$ cat src/rtl/mtrr_pkg.sv
// package for the modbus tcp read-register engine
// shared codes, protocol constants and the checker result type; no dependencies
`timescale 1ns / 1ps
`default_nettype none

package mtrr_pkg;

    // input word selector (tuser on the slave side)
    localparam logic CMD_START   = 1'b0;
    localparam logic CMD_RX_BYTE = 1'b1;

    // result word kind (tuser on the master side)
    localparam logic KIND_REQ_BYTE = 1'b0;
    localparam logic KIND_STATUS   = 1'b1;

    typedef enum logic [2:0] {
        ST_OK           = 3'd0,
        ST_ID_MISMATCH  = 3'd1,
        ST_BAD_PROTOCOL = 3'd2,
        ST_SHORT_LENGTH = 3'd3,
        ST_TOO_LARGE    = 3'd4,
        ST_EXCEPTION    = 3'd5,
        ST_UNEXPECTED   = 3'd6
    } status_t;

    // protocol constants
    localparam logic [7:0]  FUNC_READ_HOLDING = 8'h03;
    localparam logic [15:0] REQ_LENGTH        = 16'h0006;
    localparam logic [15:0] REQ_COUNT         = 16'h0001;
    localparam logic [7:0]  RSP_BYTE_COUNT    = 8'h02;
    localparam int          EXC_FLAG_BIT      = 7;
    localparam int          HDR_BYTES         = 7;
    localparam int          REQ_BYTES         = 12;
    localparam logic [15:0] MIN_LENGTH        = 16'd2;
    localparam logic [15:0] MIN_VALUE_LENGTH  = 16'd5;

    // apb register map
    localparam int         APB_ADDR_W        = 3;
    localparam logic [2:0] ADDR_UNIT_ADDRESS = 3'h0;

    typedef struct packed {
        logic        valid;
        status_t     status;
        logic [7:0]  exception_code;
        logic [15:0] register_value;
    } rsp_result_t;

endpackage

`default_nettype wire

$ cat src/rtl/mtrr_rsp.sv
// response checker: walks the mbap header and pdu one byte a cycle while byte_en is set
// and reports at most one status per outstanding read; uses mtrr_pkg
`timescale 1ns / 1ps
`default_nettype none

module mtrr_rsp #(
    parameter int PDU_BYTES = 256
) (
    input  wire                  clk,
    input  wire                  rst_n,
    input  wire                  start,
    input  wire  [15:0]          start_tid,
    input  wire                  byte_en,
    input  wire  [7:0]           rx_byte,
    output mtrr_pkg::rsp_result_t result
);
    import mtrr_pkg::*;

    localparam int POS_W = $clog2(HDR_BYTES + PDU_BYTES);
    localparam logic [16:0] LEN_MAX = 17'(PDU_BYTES + 1);
    localparam logic [POS_W-1:0] POS_LEN_HI = POS_W'(4);
    localparam logic [POS_W-1:0] POS_LEN_LO = POS_W'(5);
    localparam logic [POS_W-1:0] POS_UNIT   = POS_W'(6);
    localparam logic [POS_W-1:0] POS_PDU    = POS_W'(HDR_BYTES);

    logic             awaiting_reg, awaiting_next;
    logic [POS_W-1:0] pos_reg, pos_next;
    logic [15:0]      len_reg, len_next;
    logic [15:0]      exp_tid_reg, exp_tid_next;
    logic [7:0]       buf_reg [4];
    logic [7:0]       buf_next [4];

    logic [POS_W-1:0] pdu_idx;
    logic [16:0]      pdu_end;

    assign pdu_idx = pos_reg - POS_PDU;
    // last pdu byte when idx + 2 reaches the header length
    assign pdu_end = 17'(pdu_idx) + 17'd2;

    always_comb
    begin
        awaiting_next = awaiting_reg;
        pos_next      = pos_reg;
        len_next      = len_reg;
        exp_tid_next  = exp_tid_reg;
        for (int k = 0; k < 4; k++)
        begin
            buf_next[k] = buf_reg[k];
        end
        result = '0;

        if (start)
        begin
            awaiting_next = 1'b1;
            pos_next      = '0;
            len_next      = '0;
            exp_tid_next  = start_tid;
            for (int k = 0; k < 4; k++)
            begin
                buf_next[k] = '0;
            end
        end
        else if (byte_en && awaiting_reg)
        begin
            if (pos_reg < POS_LEN_HI)
            begin
                buf_next[pos_reg[1:0]] = rx_byte;
                pos_next = pos_reg + POS_W'(1);
            end
            else if (pos_reg == POS_LEN_HI)
            begin
                len_next = {rx_byte, 8'h00};
                pos_next = pos_reg + POS_W'(1);
            end
            else if (pos_reg == POS_LEN_LO)
            begin
                len_next = {len_reg[15:8], rx_byte};
                pos_next = pos_reg + POS_W'(1);
            end
            else if (pos_reg == POS_UNIT)
            begin
                // header verdict, first failing check wins
                result.valid = 1'b1;
                if ({buf_reg[0], buf_reg[1]} != exp_tid_reg)
                    result.status = ST_ID_MISMATCH;
                else if (buf_reg[2] != 8'h00 || buf_reg[3] != 8'h00)
                    result.status = ST_BAD_PROTOCOL;
                else if (len_reg < MIN_LENGTH)
                    result.status = ST_SHORT_LENGTH;
                else if ({1'b0, len_reg} > LEN_MAX)
                    result.status = ST_TOO_LARGE;
                else
                    result.valid = 1'b0;

                if (result.valid)
                begin
                    awaiting_next = 1'b0;
                    pos_next      = '0;
                end
                else
                begin
                    pos_next = POS_PDU;
                    for (int k = 0; k < 4; k++)
                    begin
                        buf_next[k] = '0;
                    end
                end
            end
            else
            begin
                if (pdu_idx < POS_W'(4))
                    buf_next[pdu_idx[1:0]] = rx_byte;

                if (pdu_end < {1'b0, len_reg})
                begin
                    pos_next = pos_reg + POS_W'(1);
                end
                else
                begin
                    result.valid  = 1'b1;
                    awaiting_next = 1'b0;
                    pos_next      = '0;
                    if (buf_next[0][EXC_FLAG_BIT])
                    begin
                        result.status         = ST_EXCEPTION;
                        result.exception_code = buf_next[1];
                    end
                    else if (buf_next[0] != FUNC_READ_HOLDING ||
                             buf_next[1] != RSP_BYTE_COUNT ||
                             len_reg < MIN_VALUE_LENGTH)
                    begin
                        result.status = ST_UNEXPECTED;
                    end
                    else
                    begin
                        result.status         = ST_OK;
                        result.register_value = {buf_next[2], buf_next[3]};
                    end
                end
            end
        end
    end

    always_ff @(posedge clk or negedge rst_n)
    begin
        if (!rst_n)
        begin
            awaiting_reg <= 1'b0;
            pos_reg      <= '0;
            len_reg      <= '0;
            exp_tid_reg  <= '0;
            for (int k = 0; k < 4; k++)
            begin
                buf_reg[k] <= '0;
            end
        end
        else
        begin
            awaiting_reg <= awaiting_next;
            pos_reg      <= pos_next;
            len_reg      <= len_next;
            exp_tid_reg  <= exp_tid_next;
            for (int k = 0; k < 4; k++)
            begin
                buf_reg[k] <= buf_next[k];
            end
        end
    end

endmodule

`default_nettype wire

$ cat src/rtl/modbus_tcp_read_register_engine.sv
// top level of the modbus tcp read-holding-register engine
// request serialiser, apb register and output register; uses mtrr_pkg and mtrr_rsp
`timescale 1ns / 1ps
`default_nettype none

// A start word (tuser 0) makes the engine send the 12-byte read-holding-register
// request, one byte per output word, tlast on the last; each start takes the next
// 16-bit transaction number (1 after reset). Response bytes (tuser 1) are taken
// one word per cycle while the input is ready, and give exactly one status word
// (tuser 1, tlast set) when the header fails a check or the last pdu byte arrives;
// bytes with no read outstanding are dropped, and a start abandons any read in
// progress. A status word appears in the cycle after the response byte that ends
// the read. A start holds the input off while the request serialiser fills the
// output register one byte a cycle, pausing while the output stalls.
// The output register holds a finished word until m_axis_tready and the input waits
// while it is full. Write unit_address at byte address 0 while the engine is idle.
module modbus_tcp_read_register_engine #(
    parameter int PDU_BYTES = 256
) (
    input  wire                              clk,
    input  wire                              rst_n,
    // apb configuration
    input  wire                              psel,
    input  wire                              penable,
    input  wire                              pwrite,
    input  wire  [mtrr_pkg::APB_ADDR_W-1:0]  paddr,
    input  wire  [31:0]                      pwdata,
    output logic [31:0]                      prdata,
    output logic                             pready,
    // input words
    input  wire                              s_axis_tvalid,
    output logic                             s_axis_tready,
    input  wire  [23:0]                      s_axis_tdata,  // register_address, rx_byte
    input  wire                              s_axis_tuser,  // cmd
    // result words
    output logic                             m_axis_tvalid,
    input  wire                              m_axis_tready,
    // tx_byte, status, exception_code, register_value, zero pad
    output logic [39:0]                      m_axis_tdata,
    output logic                             m_axis_tuser,  // kind
    output logic                             m_axis_tlast
);
    import mtrr_pkg::*;

    localparam logic [3:0] REQ_LAST = 4'(REQ_BYTES - 1);

    logic        unit_reg, unit_we;
    logic [7:0]  unit_addr_reg;
    logic [15:0] tid_cnt_reg, tid_cnt_next;
    logic        req_active_reg, req_active_next;
    logic [3:0]  req_idx_reg, req_idx_next;
    logic [15:0] req_tid_reg, req_tid_next;
    logic [15:0] req_addr_reg, req_addr_next;

    logic        out_valid_reg, out_valid_next;
    logic        out_kind_reg, out_kind_next;
    logic        out_last_reg, out_last_next;
    logic [7:0]  out_tx_reg, out_tx_next;
    logic [2:0]  out_status_reg, out_status_next;
    logic [7:0]  out_exc_reg, out_exc_next;
    logic [15:0] out_value_reg, out_value_next;

    logic        out_free, in_fire, start, byte_en;
    logic [15:0] in_addr;
    logic [7:0]  in_rx_byte;
    logic [3:0]  sel_idx;
    logic [15:0] sel_tid, sel_addr;
    logic [7:0]  req_byte;
    rsp_result_t rsp;

    // apb port
    assign pready  = 1'b1;
    assign unit_we = psel && penable && pwrite && (paddr == ADDR_UNIT_ADDRESS);
    assign unit_reg = (paddr == ADDR_UNIT_ADDRESS);
    assign prdata  = unit_reg ? {24'h0, unit_addr_reg} : 32'h0;

    always_ff @(posedge clk or negedge rst_n)
    begin
        if (!rst_n)
            unit_addr_reg <= '0;
        else if (unit_we)
            unit_addr_reg <= pwdata[7:0];
    end

    // input side
    assign in_addr       = s_axis_tdata[15:0];
    assign in_rx_byte    = s_axis_tdata[23:16];
    assign out_free      = !out_valid_reg || m_axis_tready;
    assign s_axis_tready = out_free && !req_active_reg;
    assign in_fire       = s_axis_tvalid && s_axis_tready;
    assign start         = in_fire && (s_axis_tuser == CMD_START);
    assign byte_en       = in_fire && (s_axis_tuser == CMD_RX_BYTE);

    mtrr_rsp #(
        .PDU_BYTES (PDU_BYTES)
    ) u_rsp (
        .clk       (clk),
        .rst_n     (rst_n),
        .start     (start),
        .start_tid (tid_cnt_reg),
        .byte_en   (byte_en),
        .rx_byte   (in_rx_byte),
        .result    (rsp)
    );

    // request byte select; a start emits byte 0 straight away
    assign sel_idx  = start ? 4'd0 : req_idx_reg;
    assign sel_tid  = start ? tid_cnt_reg : req_tid_reg;
    assign sel_addr = start ? in_addr : req_addr_reg;

    always_comb
    begin
        case (sel_idx)
            4'd0:    req_byte = sel_tid[15:8];
            4'd1:    req_byte = sel_tid[7:0];
            4'd4:    req_byte = REQ_LENGTH[15:8];
            4'd5:    req_byte = REQ_LENGTH[7:0];
            4'd6:    req_byte = unit_addr_reg;
            4'd7:    req_byte = FUNC_READ_HOLDING;
            4'd8:    req_byte = sel_addr[15:8];
            4'd9:    req_byte = sel_addr[7:0];
            4'd10:   req_byte = REQ_COUNT[15:8];
            4'd11:   req_byte = REQ_COUNT[7:0];
            default: req_byte = 8'h00;  // protocol id bytes
        endcase
    end

    always_comb
    begin
        tid_cnt_next    = tid_cnt_reg;
        req_active_next = req_active_reg;
        req_idx_next    = req_idx_reg;
        req_tid_next    = req_tid_reg;
        req_addr_next   = req_addr_reg;
        out_valid_next  = out_valid_reg;
        out_kind_next   = out_kind_reg;
        out_last_next   = out_last_reg;
        out_tx_next     = out_tx_reg;
        out_status_next = out_status_reg;
        out_exc_next    = out_exc_reg;
        out_value_next  = out_value_reg;

        if (start)
        begin
            tid_cnt_next    = tid_cnt_reg + 16'd1;
            req_active_next = 1'b1;
            req_idx_next    = 4'd1;
            req_tid_next    = tid_cnt_reg;
            req_addr_next   = in_addr;
        end
        else if (req_active_reg && out_free && req_idx_reg == REQ_LAST)
        begin
            req_active_next = 1'b0;
        end
        else if (req_active_reg && out_free)
        begin
            req_idx_next = req_idx_reg + 4'd1;
        end

        if (start || (req_active_reg && out_free))
        begin
            out_valid_next  = 1'b1;
            out_kind_next   = KIND_REQ_BYTE;
            out_last_next   = (sel_idx == REQ_LAST);
            out_tx_next     = req_byte;
            out_status_next = ST_OK;
            out_exc_next    = '0;
            out_value_next  = '0;
        end
        else if (rsp.valid)
        begin
            out_valid_next  = 1'b1;
            out_kind_next   = KIND_STATUS;
            out_last_next   = 1'b1;
            out_tx_next     = '0;
            out_status_next = rsp.status;
            out_exc_next    = rsp.exception_code;
            out_value_next  = rsp.register_value;
        end
        else if (out_valid_reg && m_axis_tready)
        begin
            out_valid_next = 1'b0;
        end
    end

    always_ff @(posedge clk or negedge rst_n)
    begin
        if (!rst_n)
        begin
            tid_cnt_reg    <= 16'd1;
            req_active_reg <= 1'b0;
            req_idx_reg    <= '0;
            out_valid_reg  <= 1'b0;
        end
        else
        begin
            tid_cnt_reg    <= tid_cnt_next;
            req_active_reg <= req_active_next;
            req_idx_reg    <= req_idx_next;
            out_valid_reg  <= out_valid_next;
        end
    end

    always_ff @(posedge clk)
    begin
        req_tid_reg    <= req_tid_next;
        req_addr_reg   <= req_addr_next;
        out_kind_reg   <= out_kind_next;
        out_last_reg   <= out_last_next;
        out_tx_reg     <= out_tx_next;
        out_status_reg <= out_status_next;
        out_exc_reg    <= out_exc_next;
        out_value_reg  <= out_value_next;
    end

    assign m_axis_tvalid = out_valid_reg;
    assign m_axis_tuser  = out_kind_reg;
    assign m_axis_tlast  = out_last_reg;
    assign m_axis_tdata  = {5'h00, out_value_reg, out_exc_reg, out_status_reg, out_tx_reg};

endmodule

`default_nettype wire

$ cat config.mk
export PLATFORM = sky130hd
export DESIGN_NAME = modbus_tcp_read_register_engine
export DESIGN_NICKNAME = d
export VERILOG_FILES = /design/src/rtl/mtrr_pkg.sv /design/src/rtl/mtrr_rsp.sv /design/src/rtl/modbus_tcp_read_register_engine.sv
export SDC_FILE = /design/constraint.sdc
export NUM_CORES = 1
export LEC_CHECK = 0
export BUFFER_PORTS_ARGS = -buffer_cell sky130_fd_sc_hd__buf_2
export CAP_MARGIN = 10
export CORE_ASPECT_RATIO = 0.9
export CORE_UTILIZATION = 35
export DETAILED_ROUTE_END_ITERATION = 16
export PLACE_DENSITY = 0.6
export SYNTH_ARGS = -nofsm -noshare
export SYNTH_HDL_FRONTEND = slang
export SYNTH_HIERARCHICAL = 1
export SYNTH_SLANG_ARGS = --single-unit
$ cat constraint.sdc
create_clock -name clk -period 4.5 [get_ports clk]
set_input_delay 0.225 -clock clk [delete_from_list [all_inputs] [get_ports clk]]
set_output_delay 0.225 -clock clk [all_outputs]
set_load 0.01 [all_outputs]
# Yosys cells after proc, flatten, opt, wreduce, memory -nomap -nowiden
# Index checks and enable logic that the tools add are counted.
# op_classes
addsub,5
magnitude_cmp,10
eq_ne,23
n_mux,85
bitwise_logic,3
n_reduce_logical,36
# op_table
op,count
32-bit 2-to-1 mux,14
28-bit 2-to-1 mux,6
16-bit 2-to-1 mux,8
32-bit bitwise mux,2
8-bit one-hot mux with 8 select lines,1
9-bit 2-to-1 mux,7
8-bit 2-to-1 mux,7
8-bit demux with 2-bit select,2
9-bit by 3-bit equality test with 1-bit output (second input constant),3
1-bit 2-to-1 mux,25
24-bit 2-to-1 mux,1
3-bit 2-to-1 mux,7
4-bit 2-to-1 mux,5
9-bit by 3-bit < comparator with 1-bit output (second input constant),2
17-bit by 16-bit < comparator with 1-bit output,1
16-bit by 1-bit adder with 16-bit output (second input constant),1
4-bit equality test (second input constant),4
16-bit by 9-bit > comparator with 1-bit output (second input constant),1
16-bit by 2-bit < comparator with 1-bit output (second input constant),1
16-bit by 3-bit < comparator with 1-bit output (second input constant),1
16-bit != test,1
8-bit by 2-bit != test with 1-bit output (second input constant),2
8-bit nonzero test,2
1-bit logical AND,13
other kinds (24),45
# totals
ff_bits,173
in_bits,67
output_inout_bits,77
word_cells,184

# Logic depth before layout (Yosys ltp)
# Gate-level depths: netlist of run 1.
# logic_depth
depth_word,28
mapped_depth,20
mapped_depth_nobuf,16

# Hierarchy
# Netlist of run 1, hierarchy kept.
# by_module_without_submodules
module,n_inst,cells_per_inst,area_each_um2,seq_area_each_um2
mtrr_rsp,1,538,4855.9,1851.8
modbus_tcp_read_register_engine,1,463,4465.5,2223.4

# Least setup slack after synthesis of run 1
# Ideal clock, no wire load.
# synth_timing
kind,register to register
start,register u_rsp.pos_reg[0]
end,"register out_last_reg, in the netlist m_axis_tlast (enable)"
setup_ns,0.313
arrival_time_ns,3.896
required_ns,4.187
slack_ns,0.291
path_stages_with_launch,19
n_path_buf,5
period_less_slack_ns,4.209
path_cell_list,dfrtp_1 > ha_1 > clkbuf_1 > and2_1 > clkbuf_1 > nand4_1 > o21ai_0 > a21bo_2 > nor3b_1 > xor2_1 > ha_1 > nand4_1 > a211oi_1 > o21ai_0 > clkbuf_1 > nor3_1 > clkbuf_1 > clkbuf_1 > or2_2
# synth_lines
element,line_no,rtl
"start, declared",mtrr_rsp.sv:27,"logic [POS_W-1:0] pos_reg, pos_next;"
"start signal, assigned",mtrr_rsp.sv:160,pos_reg <= pos_next;
"end signal, assigned",modbus_tcp_read_register_engine.sv:209,out_last_reg <= out_last_next;
"end, declared",modbus_tcp_read_register_engine.sv:57,"logic out_last_reg, out_last_next;"

==> results of run 1 <==
[through the flow]
step / total power, mW / hold WS (ns) / util
floorplan: 3.70 / -0.0706 / -
global placement: 4.17 / 0.408 / 0.380
finish: 5.64 / 0.0132 / 0.409
global route: 6.00 / 0.0157 / 0.409
detailed placement: 4.20 / 0.419 / 0.380
CTS: 5.67 / 0.00654 / 0.409
[kinds of logic after synthesis]
family	Yosys count
AO/OA/AOI/OAI	207
XOR/XNOR	44
adder cells (fa/ha/maj)	16
buffers and inverters	115
flip-flops	173
multiplexers	63
other	2
AND/OR/NAND/NOR	381
[cells in the final DEF, fill, tap and decap left out, types with 5 or more instances in the layout]
master / netlist / layout
a211oi_1: 9 / 9
a21oi_1: 36 / 36
a22o_1: 41 / 41
a31oi_1: 12 / 12
and2_1: 12 / 12
and3_1: 7 / 7
buf_2: 15 / 88
buf_4: 35 / 15
clkbuf_16: 0 / 17
conb_1: 2 / 30
dfrtp_1: 103 / 103
dfxtp_1: 60 / 60
dlygate4sd3_1: 0 / 19
edfxtp_1: 9 / 9
ha_1: 16 / 16
inv_1: 23 / 23
inv_6: 0 / 5
mux2_2: 24 / 24
mux2i_1: 38 / 38
nand2_1: 177 / 177
nand2b_1: 8 / 8
nand3_1: 18 / 18
nand4_1: 12 / 12
nor2_1: 64 / 64
nor3_1: 17 / 16
nor3b_1: 7 / 7
nor4_1: 12 / 12
o21ai_0: 50 / 50
o22ai_1: 7 / 7
or3_1: 8 / 8
xnor2_1: 23 / 23
xor2_1: 21 / 21
[critical path: stages, from the launching register on]
cell and delay (ns):
dfrtp_1 0.53, ha_1 0.25, and2_1 0.32, nand4_1 0.12, o21ai_0 0.10, a21bo_2 0.17
nor3b_1 0.24, xor2_1 0.11, ha_1 0.31, nand4_1 0.16, a211oi_1 0.36, o21ai_0 0.24
nor3_2 0.52, or2_2 0.41
[power groups by stage]
stage / sequential (mW) / combinational, mW / clock [mW]
after detailed placement: 2.28 / 1.93 / 0
after global routing: 2.30 / 2.17 / 1.53
after global placement: 2.27 / 1.89 / 0
final: 2.25 / 1.95 / 1.44
after floorplan: 2.16 / 1.53 / 0
after CTS: 2.25 / 1.95 / 1.47
[routing by layer]
metal | wire length (µm) | global-route usage
met1 | 11900 | 0.259
met2 | 10300 | 0.261
met3 | 1130 | 0.0333
met4 | 217 | 0.0430
met5 | 0 | 0
[worst paths after layout]
path	start	to	cells after the start
worst max register to register	u_rsp/pos_reg[0]$_DFFE_PN0N_	out_tx_reg[2]$_SDFFCE_PN0P_	13
min in group asynchronous	rst_n	u_rsp/len_reg[4]$_DFFE_PN0P_	2
max in group asynchronous	rst_n	u_rsp/exp_tid_reg[6]$_DFFE_PN0P_	3
worst min-delay path	pwdata[6]	unit_addr_reg[6]$_DFFE_PN0P_	2
worst min register to register	req_addr_reg[15]$_DFF_P_	req_addr_reg[15]$_DFF_P_	2
worst max-delay path	u_rsp/pos_reg[0]$_DFFE_PN0N_	out_tx_reg[2]$_SDFFCE_PN0P_	13
[final cells by class]
class                      instances  area (µm²)
fill                            2605       15400
multi-input combinational        741        4750
sequential                       173        4080
timing repair buffer             123         763
tap                              348         435
clock buffer                      17         425
clock inverter                    15         148
inverter                          24        90.1
[repair_timing]
item	in CTS	in global routing
hold buffers	19	0
setup endpoints to repair	0	0
hold endpoints to repair	86	0
==> metrics.md, run 1 <==
| Metric | Value |
|---|---|
| Status | `finished clean` |
| Clock sink count | `173` |
| Diodes inserted | `0` |
| GR Util All Layers | `0.175` |
| Drc violations | `0` |
| DP Wirelength | `16200 µm` |
| Design area | `10700 µm²` |
| Compound-cell area share of the yosys netlist | `0.158` |
| Layout cell share with drive strength beyond 1 | `0.173` |
| Die X-Extent | `174 µm` |
| Final hold vios | `0` |
| Via count | `7553` |
| Class of the worst hold path | `input pin to flop` |
| Drt pass-1 iters | `5` |
| Post-Place Worst Slack | `0.402 ns` |
| Initial antenna violation count | `0` |
| Synth top area cells | `dfrtp_1 28%, dfxtp_1 13%, nand2_1 7.1%` |
| Top_reg_cell synth | `dfrtp_1` |
| CTS tree | `yes` |
| Crit path DAT | `4.30 ns` |
| P_leak | `4.64 nW` |
| Crit path capture type | `flop` |
| H-tree levels | `4` |
| Maximum fanout along the worst path | `9` |
| Max-slew headroom | `0.306` |
| Final Instance Count excl. Fillers | `1441` |
| Post-Synthesis Cells | `1001` |
| Worst Skew | `0.0165 ns` |
| P_sw | `2.19 mW` |
| First-pass GRT wire length | `37800 µm` |
| Synth Area in XOR/XNOR | `0.0413` |
| Mean post-synth cell area | `9.31 µm²` |
| Logic pwr share | `0.346` |
| Cell row count | `56` |
| Number of buffers created by CTS | `17` |
| Largest net degree at the start of global routing | `71` |
| #FFs+latches synth | `173` |
| 1st-iter DRT viols | `559` |
| Maxcap violations | `0` |
| Starting Density | `0.357` |
| Port Buffer Count | `89` |
| Count leader, synth | `nand2_1` |
| Synth Cell Area | `9320 µm²` |
| Synth Area in Adders | `0.0215` |
| Placed cell count | `1390` |
| Routability cong. | `0.897` |
| WP data required | `4.61 ns` |
| Fmax achieved | `239 MHz` |
| Die Ht | `157 µm` |
| Final TNS setup | `0 ns` |
| Commonest cells post-synth | `177 x nand2_1, 103 x dfrtp_1, 64 x nor2_1` |
| Sequential power share | `0.399` |
| Post-synthesis mux area share | `0.0722` |
| Largest family of logic cells by synthesized area | `simple AND/OR/NAND/NOR gates` |
| Top cell type's share of synthesized area | `0.277` |
| Power Density | `528 nW/µm²` |
| CTS max path bufs | `2` |
| Final Critical Period | `4.19 ns` |
| Num ports | `144` |
| Worst slew pin tran | `1.04 ns` |
| Core ar. | `26100 µm²` |
| Reg clk slew, reported paths | `0.07 ns` |
| Final Cycle Share | `0.931` |
| Nature of the critical path startpoint | `flop` |
| Final setup vio count | `0` |
| Antenna-violating nets left | `0` |
| Clock Latency Late Sink | `0.44 ns` |
| Unrepaired setup endpoints after global routing | `false` |
| CTS resizes | `0` |
| Area Overhead vs Synth | `14.7%` |
| Post-synth cell types | `84` |
| Internal | `3.45 mW` |
| Clk pwr share | `0.255` |
| EDFF count, synth | `9` |
| Synth Area in Simple Gates | `0.204` |
| Switching Fraction | `0.388` |
| Ys async rst share | `0.601` |
| Die area | `27300 µm²` |
| Vias in the first global route | `6959` |
| Root buf cell | `clkbuf_16` |
| Max reg flops | `32` |
| Layout Nets | `1163` |
| Final Worst Setup Slack | `0.310 ns` |
| Setup Fix Bufs, Post-CTS | `0` |
| Total number of yosys warnings | `6` |
| Routed WL per cell | `16.4 µm` |
| Post-synthesis cell type with the largest combined area | `dfrtp_1` |
| Seq/Total Area, Yosys | `0.437` |
| Placed Area | `9930 µm²` |
| Peak VDD IR | `0.000275 V` |
| Drt total wl | `23600 µm` |
| Final Max Tran Viols | `0` |
| Via density | `5.24` |
| Remaining global-route overflow | `0` |
| Crit Path Category | `flop to flop` |
| Reg2reg setup slack | `0.31 ns` |
No activity file was read; power rests on OpenSTA's default activity.
==> inputs of run 2 (changes only) <==
--- a/config.mk
+++ b/config.mk
@@ -7,10 +7,9 @@
 export LEC_CHECK = 0
 export BUFFER_PORTS_ARGS = -buffer_cell sky130_fd_sc_hd__buf_2
 export CAP_MARGIN = 10
-export CORE_ASPECT_RATIO = 0.9
-export CORE_UTILIZATION = 35
+export CORE_UTILIZATION = 25
 export DETAILED_ROUTE_END_ITERATION = 16
-export PLACE_DENSITY = 0.6
+export PLACE_DENSITY = 0.47
 export SYNTH_ARGS = -nofsm -noshare
 export SYNTH_HDL_FRONTEND = slang
 export SYNTH_HIERARCHICAL = 1
==> metrics.md, run 2 (same netlist as run 1, synthesis figures left out) <==
| Metric | Value |
|---|---|
| Status | `finished clean` |
| Maximum fanout along the worst path | `12 (+3)` |
| Drc violations | `0 (unchanged)` |
| Antenna-violating nets left | `0 (unchanged)` |
| Final Max Tran Viols | `0 (unchanged)` |
| Clock Latency Late Sink | `0.44 ns (about the same)` |
| Fmax achieved | `247 MHz (+3.3%)` |
| Die Ht | `195 µm (+24%)` |
| Crit path capture type | `flop` |
| Critical path's most frequent cell | `ha_1` |
| Worst Skew | `0.0100 ns (-0.00653 ns)` |
| WP data required | `4.61 ns (about the same)` |
| Starting Density | `0.255 (-0.102)` |
| Layout Nets | `1161 (-0.17%)` |
| 1st-iter DRT viols | `514 (-8.1%)` |
| Drt total wl | `25600 µm (+8.6%)` |
| Crit path DAT | `4.16 ns (-0.14 ns)` |
| Placed Area | `10100 µm² (+1.4%)` |
| Reg clk slew, reported paths | `0.07 ns (about the same)` |
| Via density | `4.81 (-8.2%)` |
| DP Wirelength | `17700 µm (+9.0%)` |
| Routed WL per cell | `16.4 µm (+0.39%)` |
| Final Worst Setup Slack | `0.444 ns (+0.134 ns)` |
| Peak VDD IR | `0.000263 V (-4.2%)` |
| Layout cell share with drive strength beyond 1 | `0.170 (-0.00243)` |
| Area Overhead vs Synth | `16.4%` |
| Port Buffer Count | `89 (unchanged)` |
| Nature of the critical path startpoint | `flop` |
| Final hold vios | `0 (unchanged)` |
| First-pass GRT wire length | `40800 µm (+7.8%)` |
| Class of the worst hold path | `input pin to flop` |
| Most common cell after layout, fill and taps aside | `nand2_1` |
| Unrepaired setup endpoints after global routing | `false` |
| Diodes inserted | `0 (unchanged)` |
| P_leak | `4.64 nW (+0.17%)` |
| Final Critical Period | `4.06 ns (-0.134 ns)` |
| Final setup vio count | `0 (unchanged)` |
| Routability cong. | `0.840 (-6.4%)` |
| Worst path cell trace | `inv_1, ha_1, ha_1, nand2_1, o21ai_0, a22oi_1, xnor2_1, ha_1, o2111a_1, o31ai_1, a211oi_1, o21ai_0, buf_4, nor3_2, or2_2` |
| Final Cycle Share | `0.901 (-0.0299)` |
| Post-Place Worst Slack | `0.407 ns (+0.00498 ns)` |
| H-tree levels | `4 (unchanged)` |
| Critical-path cell with the highest stage delay | `dfrtp_1` |
| Max-slew headroom | `0.357 (+0.0504)` |
| Maxcap violations | `0 (unchanged)` |
| Initial antenna violation count | `0 (unchanged)` |
| Die area | `38100 µm² (+39%)` |
| Crit Path Category | `flop to flop` |
| Design area | `10800 µm² (+1.5%)` |
| Cell row count | `70 (+25%)` |
| Max reg flops | `32 (unchanged)` |
| Root buf cell | `clkbuf_16` |
| Worst slew pin tran | `0.957 ns (-0.0830 ns)` |
| Clock sink count | `173 (unchanged)` |
| Core ar. | `36600 µm² (+40%)` |
| Via count | `7499 (-0.71%)` |
| Die X-Extent | `195 µm (+12%)` |
| CTS max path bufs | `2 (unchanged)` |
| Most frequent cells in the layout | `177 x nand2_1, 103 x dfrtp_1, 88 x buf_2` |
| Final TNS setup | `0 ns (unchanged)` |
| Max incr delay on CP | `0.51 ns (-0.02 ns)` |
| GR Util All Layers | `0.137 (-0.0389)` |
| Largest net degree at the start of global routing | `69 (-2.8%)` |
| Number of buffers created by CTS | `17 (unchanged)` |
| CTS tree | `yes` |
| Num ports | `144 (unchanged)` |
| Remaining global-route overflow | `0 (unchanged)` |
| Drt pass-1 iters | `6 (+1)` |
| Power Density | `530 nW/µm² (+0.41%)` |
| Vias in the first global route | `7261 (+4.3%)` |
-- run 2: layer usage --
metal	part of all wire	up-vias	GRT usage
li1	-	3650	-
met1	0.50	3673	0.194
met3	0.031	27	0.0240
met2	0.45	149	0.209
met4	0.016	0	0.0440
met5	0	-	0
-- run 2: cell type report --
| cell class | instances | area, µm² |
|---|---|---|
| clock buffers | 24 | 536 |
| flip-flops and latches | 173 | 4080 |
| inverters | 24 | 90.1 |
| well taps | 468 | 586 |
| clock inverters | 8 | 65.1 |
| multi-input cells | 741 | 4750 |
| fillers | 3887 | 25800 |
| repair buffers | 121 | 746 |
-- run 2: where the power goes --
| group | internal [mW] | switching (mW) | leakage (nW) | total (mW) |
|---|---|---|---|---|
| clock | 0.845 | 0.653 | 0.295 | 1.50 |
| sequential | 1.92 | 0.364 | 1.98 | 2.28 |
| combinational | 0.800 | 1.17 | 2.37 | 1.97 |
| total | 3.56 | 2.19 | 4.64 | 5.75 |
-- run 2: through the flow --
step	hold slack [ns]	utilization	power, mW	instances
floorplan	-0.0706	-	3.70	1029
global placement	0.408	0.275	4.24	1509
detailed placement	0.412	0.275	4.27	1509
CTS	0.00385	0.296	5.80	1559
global route	0.00752	0.296	6.11	1559
finish	0.0224	0.296	5.75	1559
-- run 2: timing repair --
item	in CTS	in global routing
gates resized for setup	0	0
buffers inserted	0	0
hold buffers	18	0
hold endpoints to repair	83	0
-- run 2: path summary, 6_finish.rpt --
check | from | to | slack, ns | cells after the start
setup / recovery | u_rsp/pos_reg[0]$_DFFE_PN0N_ | out_tx_reg[5]$_SDFFCE_PN0P_ | 0.44 | 15
max in group asynchronous | rst_n | u_rsp/pos_reg[5]$_DFFE_PN0N_ | 2.98 | 3
setup reg to reg | u_rsp/pos_reg[0]$_DFFE_PN0N_ | out_tx_reg[5]$_SDFFCE_PN0P_ | 0.44 | 15
min in group asynchronous | rst_n | unit_addr_reg[1]$_DFFE_PN0P_ | 0.44 | 2
hold reg to reg | req_addr_reg[13]$_DFF_P_ | req_addr_reg[13]$_DFF_P_ | 0.44 | 2
hold / removal | pwdata[0] | unit_addr_reg[0]$_DFFE_PN0P_ | 0.02 | 2
-- run 2: worst max-delay path: cells and delay by family (launching register included) --
| family | cells | cell delay (ns) |
|---|---|---|
| AO/OA/AOI/OAI | 6 | 0.95 |
| XOR/XNOR | 1 | 0.11 |
| AND/OR/NAND/NOR | 3 | 0.82 |
| buffers and inverters | 2 | 0.35 |
| adder cells (fa/ha/maj) | 3 | 0.99 |
| flip-flops | 1 | 0.51 |
